## config.mk

```make
export PLATFORM = sky130hd
export DESIGN_NAME = rr_interval_beat_classifier
export DESIGN_NICKNAME = d
export VERILOG_FILES = /design/src/rtl/rrbc_pkg.sv /design/src/rtl/rrbc_classify.sv /design/src/rtl/rr_interval_beat_classifier.sv
export SDC_FILE = /design/constraint.sdc
export NUM_CORES = 2
export LEC_CHECK = 0
export ABC_AREA = 1
export BUFFER_PORTS_ARGS = -buffer_cell sky130_fd_sc_hd__buf_2
export CAP_MARGIN = 20
export CORE_UTILIZATION = 38
export CTS_BUF_LIST = sky130_fd_sc_hd__clkbuf_16
export DETAILED_ROUTE_END_ITERATION = 12
export PLACE_DENSITY = 0.53
export SETUP_SLACK_MARGIN = 0.02
export SKIP_CTS_REPAIR_TIMING = 1
export SLEW_MARGIN = 20
export SYNTH_ARGS = -nofsm -noshare
export SYNTH_HDL_FRONTEND = slang
export SYNTH_SLANG_ARGS = --single-unit
```

## constraint.sdc

```tcl
create_clock -name clk -period 11 [get_ports clk]
set_input_delay 1.1 -clock clk [delete_from_list [all_inputs] [get_ports clk]]
set_output_delay 1.1 -clock clk [all_outputs]
set_load 0.01 [all_outputs]
```

## src/rtl/rrbc_pkg.sv

```systemverilog
// rrbc_pkg: shared types and constants of the rr interval beat classifier
// used by rrbc_classify and rr_interval_beat_classifier; no dependencies
package rrbc_pkg;

	localparam int QRS_WIDTH   = 31;
	localparam int LIMIT_WIDTH = 16;
	localparam int CFG_IDX_W   = 2;

	typedef enum logic [1:0] {
		CLASS_NORMAL      = 2'd0,
		CLASS_VENTRICULAR = 2'd1,
		CLASS_ATRIAL      = 2'd2,
		CLASS_NO_HISTORY  = 2'd3
	} beat_class_t;

	localparam logic [CFG_IDX_W-1:0] CFG_SIMILAR    = 2'd0;
	localparam logic [CFG_IDX_W-1:0] CFG_SHORT      = 2'd1;
	localparam logic [CFG_IDX_W-1:0] CFG_VERY_SHORT = 2'd2;

	localparam logic [LIMIT_WIDTH-1:0] SIMILAR_RESET    = 16'd40;
	localparam logic [LIMIT_WIDTH-1:0] SHORT_RESET      = 16'd150;
	localparam logic [LIMIT_WIDTH-1:0] VERY_SHORT_RESET = 16'd120;

	typedef struct packed {
		logic [LIMIT_WIDTH-1:0] similar;
		logic [LIMIT_WIDTH-1:0] short_lim;
		logic [LIMIT_WIDTH-1:0] very_short;
	} cfg_limits_t;

endpackage

```

## src/rtl/rrbc_classify.sv

```systemverilog
// rrbc_classify: combinational beat rules on three signed rr intervals
// depends on rrbc_pkg for the class codes and the limit struct
module rrbc_classify
	import rrbc_pkg::*;
#(
	parameter int POSITION_BITS = 31
) (
	input  logic signed [POSITION_BITS:0] rr1,
	input  logic signed [POSITION_BITS:0] rr2,
	input  logic signed [POSITION_BITS:0] rr3,
	input  logic                          no_history,
	input  cfg_limits_t                   limits,
	output beat_class_t                   beat_class
);

	// wide enough for 100 times a sum of two intervals
	localparam int CW = POSITION_BITS + 9;

	localparam logic signed [CW-1:0] K2   = CW'(2);
	localparam logic signed [CW-1:0] K6   = CW'(6);
	localparam logic signed [CW-1:0] K10  = CW'(10);
	localparam logic signed [CW-1:0] K18  = CW'(18);
	localparam logic signed [CW-1:0] K88  = CW'(88);
	localparam logic signed [CW-1:0] K95  = CW'(95);
	localparam logic signed [CW-1:0] K100 = CW'(100);

	logic signed [CW-1:0] r1, r2, r3;
	logic signed [CW-1:0] sim, sh, vs;
	logic signed [CW-1:0] d21, d23, ad21, ad23;
	logic                 premature, pause, rule_a, rule_b, rule_c;

	always_comb begin
		r1  = CW'(rr1);
		r2  = CW'(rr2);
		r3  = CW'(rr3);
		sim = $signed(CW'(limits.similar));
		sh  = $signed(CW'(limits.short_lim));
		vs  = $signed(CW'(limits.very_short));

		d21  = r2 - r1;
		d23  = r2 - r3;
		ad21 = d21[CW-1] ? -d21 : d21;
		ad23 = d23[CW-1] ? -d23 : d23;

		premature = (r2 * K100 <= r1 * K88) && (r3 * K95 >= r1 * K100);
		pause     = (r2 + r3) >= (r1 * K2);
		rule_a    = (ad21 < sim) && (r1 < sh) && (r2 < sh) && (r3 * K10 > (r1 + r2) * K6);
		rule_b    = (ad23 < sim) && (r3 < sh) && (r2 < sh) && (r1 * K10 > (r3 + r2) * K6);
		rule_c    = (r2 < vs) && ((r2 * K18 < r1 * K10) || (r2 * K18 < r3 * K10));

		if (no_history) begin
			beat_class = CLASS_NO_HISTORY;
		end else if (rule_a || rule_b || rule_c) begin
			beat_class = CLASS_VENTRICULAR;
		end else if (premature) begin
			beat_class = pause ? CLASS_VENTRICULAR : CLASS_ATRIAL;
		end else begin
			beat_class = CLASS_NORMAL;
		end
	end

endmodule

```

## src/rtl/rr_interval_beat_classifier.sv

```systemverilog
// rr_interval_beat_classifier: top level, position history, pipeline and config registers
// depends on rrbc_pkg and rrbc_classify
//
//   channel  signals                                   direction
//   in       in_valid, in_stall, qrs_position, restart  beat in
//   out      out_valid, out_stall, beat_class           beat out
//   cfg      cfg_we, cfg_index, cfg_data                register write
//
// one beat per cycle sustained while out_stall stays low; the class leaves the class register
// stages: window register, interval register, class register
// reset clears the position history, the stage valids and the limits to their defaults
// out_stall holds the class register; the stages behind it keep filling, then in_stall rises
module rr_interval_beat_classifier
	import rrbc_pkg::*;
#(
	parameter int POSITION_BITS = 31
) (
	input  logic                   clk,
	input  logic                   arst_n,
	input  logic                   in_valid,
	output logic                   in_stall,
	input  logic [QRS_WIDTH-1:0]   qrs_position,
	input  logic                   restart,
	output logic                   out_valid,
	input  logic                   out_stall,
	output beat_class_t            beat_class,
	input  logic                   cfg_we,
	input  logic [CFG_IDX_W-1:0]   cfg_index,
	input  logic [LIMIT_WIDTH-1:0] cfg_data
);

	typedef logic [POSITION_BITS-1:0]        pos_t;
	typedef logic signed [POSITION_BITS:0]   rr_t;

	cfg_limits_t limits_q;
	pos_t        hist_q [3];
	pos_t        win_s1 [4];
	logic        v_s1, v_s2, out_valid_q;
	rr_t         rr1_s2, rr2_s2, rr3_s2;
	logic        nohist_s2;
	beat_class_t class_q, class_d;
	logic        rdy_out, en_s2, en_s1, in_acc;
	pos_t        pos, p1, p2, p3;

	assign rdy_out  = !out_valid_q || !out_stall;
	assign en_s2    = !v_s2 || rdy_out;
	assign en_s1    = !v_s1 || en_s2;
	assign in_stall = !en_s1;
	assign in_acc   = in_valid && en_s1;

	assign out_valid  = out_valid_q;
	assign beat_class = class_q;

	always_comb begin
		pos = POSITION_BITS'(qrs_position);
		p1  = restart ? '0 : hist_q[0];
		p2  = restart ? '0 : hist_q[1];
		p3  = restart ? '0 : hist_q[2];
	end

	always_ff @(posedge clk or negedge arst_n) begin
		if (!arst_n) begin
			limits_q.similar    <= SIMILAR_RESET;
			limits_q.short_lim  <= SHORT_RESET;
			limits_q.very_short <= VERY_SHORT_RESET;
		end else if (cfg_we) begin
			unique case (cfg_index)
				CFG_SIMILAR:    limits_q.similar    <= cfg_data;
				CFG_SHORT:      limits_q.short_lim  <= cfg_data;
				CFG_VERY_SHORT: limits_q.very_short <= cfg_data;
				default: begin
				end
			endcase
		end
	end

	// history shifts on every taken beat
	always_ff @(posedge clk or negedge arst_n) begin
		if (!arst_n) begin
			hist_q[0] <= '0;
			hist_q[1] <= '0;
			hist_q[2] <= '0;
		end else if (in_acc) begin
			hist_q[0] <= p2;
			hist_q[1] <= p3;
			hist_q[2] <= pos;
		end
	end

	always_ff @(posedge clk or negedge arst_n) begin
		if (!arst_n) begin
			v_s1        <= 1'b0;
			v_s2        <= 1'b0;
			out_valid_q <= 1'b0;
		end else begin
			if (en_s1) begin
				v_s1 <= in_valid;
			end
			if (en_s2) begin
				v_s2 <= v_s1;
			end
			if (rdy_out) begin
				out_valid_q <= v_s2;
			end
		end
	end

	always_ff @(posedge clk) begin
		if (in_acc) begin
			win_s1[0] <= p1;
			win_s1[1] <= p2;
			win_s1[2] <= p3;
			win_s1[3] <= pos;
		end
		if (en_s2 && v_s1) begin
			rr1_s2    <= $signed({1'b0, win_s1[1]}) - $signed({1'b0, win_s1[0]});
			rr2_s2    <= $signed({1'b0, win_s1[2]}) - $signed({1'b0, win_s1[1]});
			rr3_s2    <= $signed({1'b0, win_s1[3]}) - $signed({1'b0, win_s1[2]});
			nohist_s2 <= (win_s1[0] == '0) || (win_s1[1] == '0) ||
				(win_s1[2] == '0) || (win_s1[3] == '0);
		end
		if (rdy_out && v_s2) begin
			class_q <= class_d;
		end
	end

	rrbc_classify #(
		.POSITION_BITS(POSITION_BITS)
	) u_classify (
		.rr1        (rr1_s2),
		.rr2        (rr2_s2),
		.rr3        (rr3_s2),
		.no_history (nohist_s2),
		.limits     (limits_q),
		.beat_class (class_d)
	);

	a_empty_out_takes_beat: assert property (@(posedge clk) disable iff (!arst_n)
		!out_valid_q |-> !in_stall)
		else $error("input stalled with empty result register");

	a_restart_window: assert property (@(posedge clk) disable iff (!arst_n)
		in_acc && restart |=> (win_s1[0] == '0) && (win_s1[1] == '0) && (win_s1[2] == '0))
		else $error("restart did not clear window");

	a_s2_drains: assert property (@(posedge clk) disable iff (!arst_n)
		v_s2 && !out_valid_q |=> out_valid_q)
		else $error("interval stage did not move to empty result register");

	a_shift: assert property (@(posedge clk) disable iff (!arst_n)
		in_acc |=> hist_q[2] == $past(pos))
		else $error("history did not take new position");

endmodule

```

# Word level (Yosys, flattened, before mapping)
# Memories as Yosys holds them, arrays and structs flattened.
# Index checks and enable logic that the tools add are counted.
# word_totals
reg_bits,243
ramBits,124
input_bits,55
out_inout_bits,4
word_cells,93
n_memories,1
# op_classes
n_addsub,9
multipliers,9
n_lt_le_gt_ge,13
n_eq_ne,2
n_mux,10
n_reduce_logical,34
# mem_list
name,words,width,read_ports,rd_clocked_by_memory_dff,write_ports,line_no,rtl
win_s1,4,31,4,0,4,rr_interval_beat_classifier.sv:37,pos_t win_s1 [4];
# ops
cell,count
less-than comparator 32 x 17 -> 1 bit,4
zero test 31 bit,4
subtractor 31 x 31 -> 32 bit,3
two-way mux 31 bit,3
> comparator 40 bit,2
less-than comparator 40 x 17 -> 1 bit,2
less-than comparator 40 bit,2
two-way mux 40 bit,2
negation 40 bit,2
"multiplier 32 x 6 -> 38 bit, second input constant",2
"multiplier 32 x 5 -> 37 bit, second input constant",2
"multiplier 32 x 4 -> 36 bit, second input constant",2
adder 32 x 32 -> 33 bit,2
subtractor 32 x 32 -> 33 bit,2
>= comparator 40 bit,1
less-or-equal comparator 40 bit,1
"multiplier 32 x 8 -> 40 bit, second input constant",1
"multiplier 40 x 3 -> 39 bit, second input constant",1
"multiplier 33 x 3 -> 36 bit, second input constant",1
>= comparator 33 bit,1
logical AND 1 bit,11
logical OR 1 bit,9
two-way mux 2 bit,3
AND reduction 2 bit,3
6 further kinds,11

# Depth between registers and ports, before layout
# depth
depth_word,10
depth_mapped,51
ltp_nobuf,50

# By module
# A second synthesis with hierarchy kept.
# unflattened
hier_cells,9192
hier_area_um2,64211.6
# modules_own_cells
mod,instances,cells_per_inst,area_each_um2,seq_area_each_um2
rrbc_classify,1,6652,43837.0,0.0
rr_interval_beat_classifier,1,2540,20374.5,10312.4

# Least setup slack after synthesis
# No wires, ideal clock.
# synth_path
path_kind,register to register
start,register rr3_s2[2]
end,"register class_q[1], in the netlist beat_class[1] (data pin)"
setup_ns,0.253
arrival_ns,6.360
t_required_ns,10.747
path_slack_ns,4.387
path_stages_with_launch,46
path_buffers,1
period_less_slack_ns,6.613
cell_sequence,edfxtp_1 inv_1 ha_1 buf_4 nor2_1 nand2_1 nand2_1 nand2_1 nand2_1 a21oi_1 o21ai_1 a21boi_1 o21ai_1 a21oi_1 o21ai_1 a21boi_1 o21ai_1 xor2_1 [... 10 more ...] nand2_1 ha_1 nand2_1 nor2_1 inv_1 nor2_1 nor4b_1 nand4_1 nand4_1 nand2_1 inv_1 nand4_1 nor3_2 nand2_1 nand2_1 nand2_1 nand3_1 nand2_1
# synth_via
elab_chain_len,10
elab_cells_between_ends,26
classes_between,3 x add/sub; 3 x mul; 7 x order compare; 4 x mux; 9 x reduce/logical
# synth_rtl
item,line_no,rtl
start: declaration,rr_interval_beat_classifier.sv:39,"rr_t rr1_s2, rr2_s2, rr3_s2;"
start signal: assignment,rr_interval_beat_classifier.sv:118,"rr3_s2 <= $signed({1'b0, win_s1[3]}) - $signed({1'b0, win_s1[2]});"
branches (longest 9 deep; another with > comparator 40 bit),n/a,
two-way mux 2 bit (*),rrbc_classify.sv:53,end else if (rule_a || rule_b || rule_c) begin
end signal: assignment,rr_interval_beat_classifier.sv:123,class_q <= class_d;
end: declaration,rr_interval_beat_classifier.sv:41,"beat_class_t class_q, class_d;"
# Every way passes the cells marked *.
# A chain may end at the register's enable or synchronous reset.

# Final worst setup path
# Ends and elaborated chain as after synthesis.

==> out/results.tsv <==
stage	metric	value	unit
sta	Hold Vio Cnt, Final	0	
detailed_routing	drt drc	0	
clocking	clock sink total	367	
yosys	register area share after synthesis	0.170	
sta	minimum clock period	8560	ps
sta	final setup violation count	0	
detailed_routing	Routed Antenna Nets	0	
sta	unrepaired setup endpoints after global routing	false	
setup_path	Req. time, crit path	11340	ps
setup_path	CP most frequent cell	nand2_1	
sta	Min Hold Slack	435	ps
yosys	Post-Synth XOR/XNOR Area	0.0685	
floorplanning	Core Area	159000	µm²
setup_path	critical path peak fanout	11	
flow_run	number of max-cap violations	0	
hold_path	worst min-delay path category	in2async	
setup_path	CP Launch Type	flop	
status	status	finished, final reports clean	
detailed_routing	drt initial violations	3328	
detailed_routing	routed wire length	222000	µm
global_route	first-pass GRT wire length	330000	µm
detailed_routing	wire length per cell	21.2	µm
yosys	Async S/R FF share, synth	0.392	
placed_design	post-DP HPWL	190000	µm
floorplanning	chip height	402	µm
detailed_routing	DRT Pass-1 Iters	9	
setup_path	crit path DAT	8900	ps
clocking	Num CTS Buffers	39	
layout	final net count	9858	
setup_path	Slowest cell on crit path	edfxtp_1	
yosys	Adder-Cell Fraction of Synth Area	0.324	
yosys	dominant combinational cell family by area after synthesis	adder cells	
floorplanning	Rows	146	
global_route	total track usage	0.271	
detailed_routing	routed vias/inst	5.20	
sta	setup tns final	0	ps
yosys	Yosys top cell area share	0.250	
global_route	initial antenna violation count	22	
yosys	top cells by area, synth	ha_1 (25%), edfxtp_1 (11%), inv_1 (10%), nand2_1 (9.9%), fa_1 (7.3%)	
yosys	Cell variety after synth	63	
clocking	clock buffer depth	3	
sta	final period utilization	0.778	
yosys	Simple-Gate Fraction of Synth Area	0.192	
yosys	Syn Nets	9803	
yosys	compound-gate portion of the synthesized area	0.136	
yosys	EDFF count, synth	223	
detailed_routing	vias after detailed routing	54400	
floorplanning	initial core utilization	0.384	
placed_design	I/O Buffers	58	
yosys	mux share of post-synthesis cell area	0	
floorplanning	Die Width	402	µm
floorplanning	die area	162000	µm²
sta	Worst-Margin Slew	1060	ps
floorplanning	Ports	59	
yosys	Netlist Area Pre-Place	60800	µm²
sta	relative slew slack	0.295	
clocking	CTS tree	yes	
clocking	Root Buffer	clkbuf_16	
setup_path	Max stage delay on crit path	720	ps
yosys	number of synthesis warnings	0	
yosys	Commonest cells post-synth	inv_1 (1637), nand2_1 (1604), ha_1 (1217), a21oi_1 (689), nor2_1 (600)	
sta	Slew Viols, Final	0	
yosys	top cell type by total area after synthesis	ha_1	
layout	Sequential cell area	10300	µm²
global_route	gr ovfl total	0	
yosys	Seq cells post-synth	367	
setup_path	crit end category	flop	
sta	maximum clock rate	117	MHz
clocking	Worst-Skew Late Latency	580	ps
layout	Area Growth Syn to Fin	6.74	%
yosys	predominant post-synthesis flop cell	edfxtp_1	
layout	layout cells sized above 1	0.0384	
sta	Clock Skew	12.8	ps
layout	fill count	16900	
clocking	CTS clk-pin slew, worst paths	70	ps
yosys	most numerous cell in the Yosys netlist	inv_1	
clocking	H-Tree Depth	2	
setup_path	crit path kind	reg2reg	
yosys	Synth Instances	8308	
global_route	largest net degree at the start of global routing	106	
layout	multi-input logic area	43800	µm²
global_route	vias in the first global route	54100	
yosys	syn_area_per_cell	7.32	µm²
placed_design	GPL Wtd Cong	1.00	
==> final cells by class <==
class,count,area share
clock inverters,32,0.00333
inverters,1668,0.0965
clock buffers,40,0.0154
diodes,2,0.0000771
well taps,2072,0.0399
repair buffers,112,0.0109
multi-input cells,6175,0.675
flip-flops and latches,367,0.159
==> path summary, 6_finish.rpt <==
kind | depth (start not counted) | startpoint | endpoint | slack, ps
hold / removal | 1 | arst_n | hist_q[29] | 440
min in group clk | 2 | v_s2 | out_valid | 460
setup / recovery | 44 | rr3_s2[2] | beat_class[1] | 2440
max in group asynchronous | 3 | arst_n | hist_q[67] | 8740
hold reg to reg | 2 | v_s2 | out_valid | 460
setup reg to reg | 44 | rr3_s2[2] | beat_class[1] | 2440
==> registers in the layout, indices dropped and copies added (netlist names) <==
register	flops
v_s1	1
rr3_s2	32
nohist_s2	1
hist_q	93
win_s1	124
rr1_s2	32
v_s2	1
rr2_s2	32
out_valid	1
limits_q	48
beat_class	2
==> critical path: cells and delay by family (launching register included) <==
kind            cells  cell delay [ps]
flops               1              720
xor+xnor            1              280
compound gates     15             3100
buf+inv             5              460
simple gates       19             2250
fa+ha+maj           4             1510
==> per-layer routing <==
layer | part of all wire | track usage | vias up
li1 | - | - | 27200
met1 | 0.45 | 0.351 | 25900
met2 | 0.48 | 0.475 | 1040
met3 | 0.033 | 0.0153 | 262
met4 | 0.039 | 0.0950 | 2
met5 | 0.000072 | 0 | -
==> cell families after synthesis <==
logic type | count (synthesis)
DFF | 367
AOI/OAI and AO/OA | 1465
buffers and inverters | 1766
and+or+nand+nor | 2794
xor gates and xnor gates | 476
adders and majority gates | 1440
==> metrics by stage <==
stage	area, µm²	worst slack (ps)	utilization	cells
finish	64900	2440	0.409	10500
floorplan	60800	4390	-	8308
global placement	63700	2500	0.402	10400
global route	64900	1570	0.409	10500
CTS	64900	2450	0.409	10500
detailed placement	63700	2480	0.402	10400
==> cells in the final DEF, fill, tap and decap left out, drive strengths merged, types with 26 or more instances in the layout <==
cell	synthesis	routed
xnor2	162	162
o21a	38	38
nand4	119	119
buf	50	112
nand2	1643	1643
nor4	37	37
dfrtp	134	134
a31oi	57	57
o21bai	34	34
a21boi	56	56
xor2	314	314
nor2	626	626
o211ai	26	26
fa	223	223
a21o	33	33
inv	1662	1677
nor3	66	66
clkbuf	48	40
ha	1217	1217
o21ai	435	435
a21oi	698	698
nand3	275	275
edfxtp	223	223
Power is not shown: default switching activity piles up to over one toggle a cycle in this logic, so the estimate is an artifact.
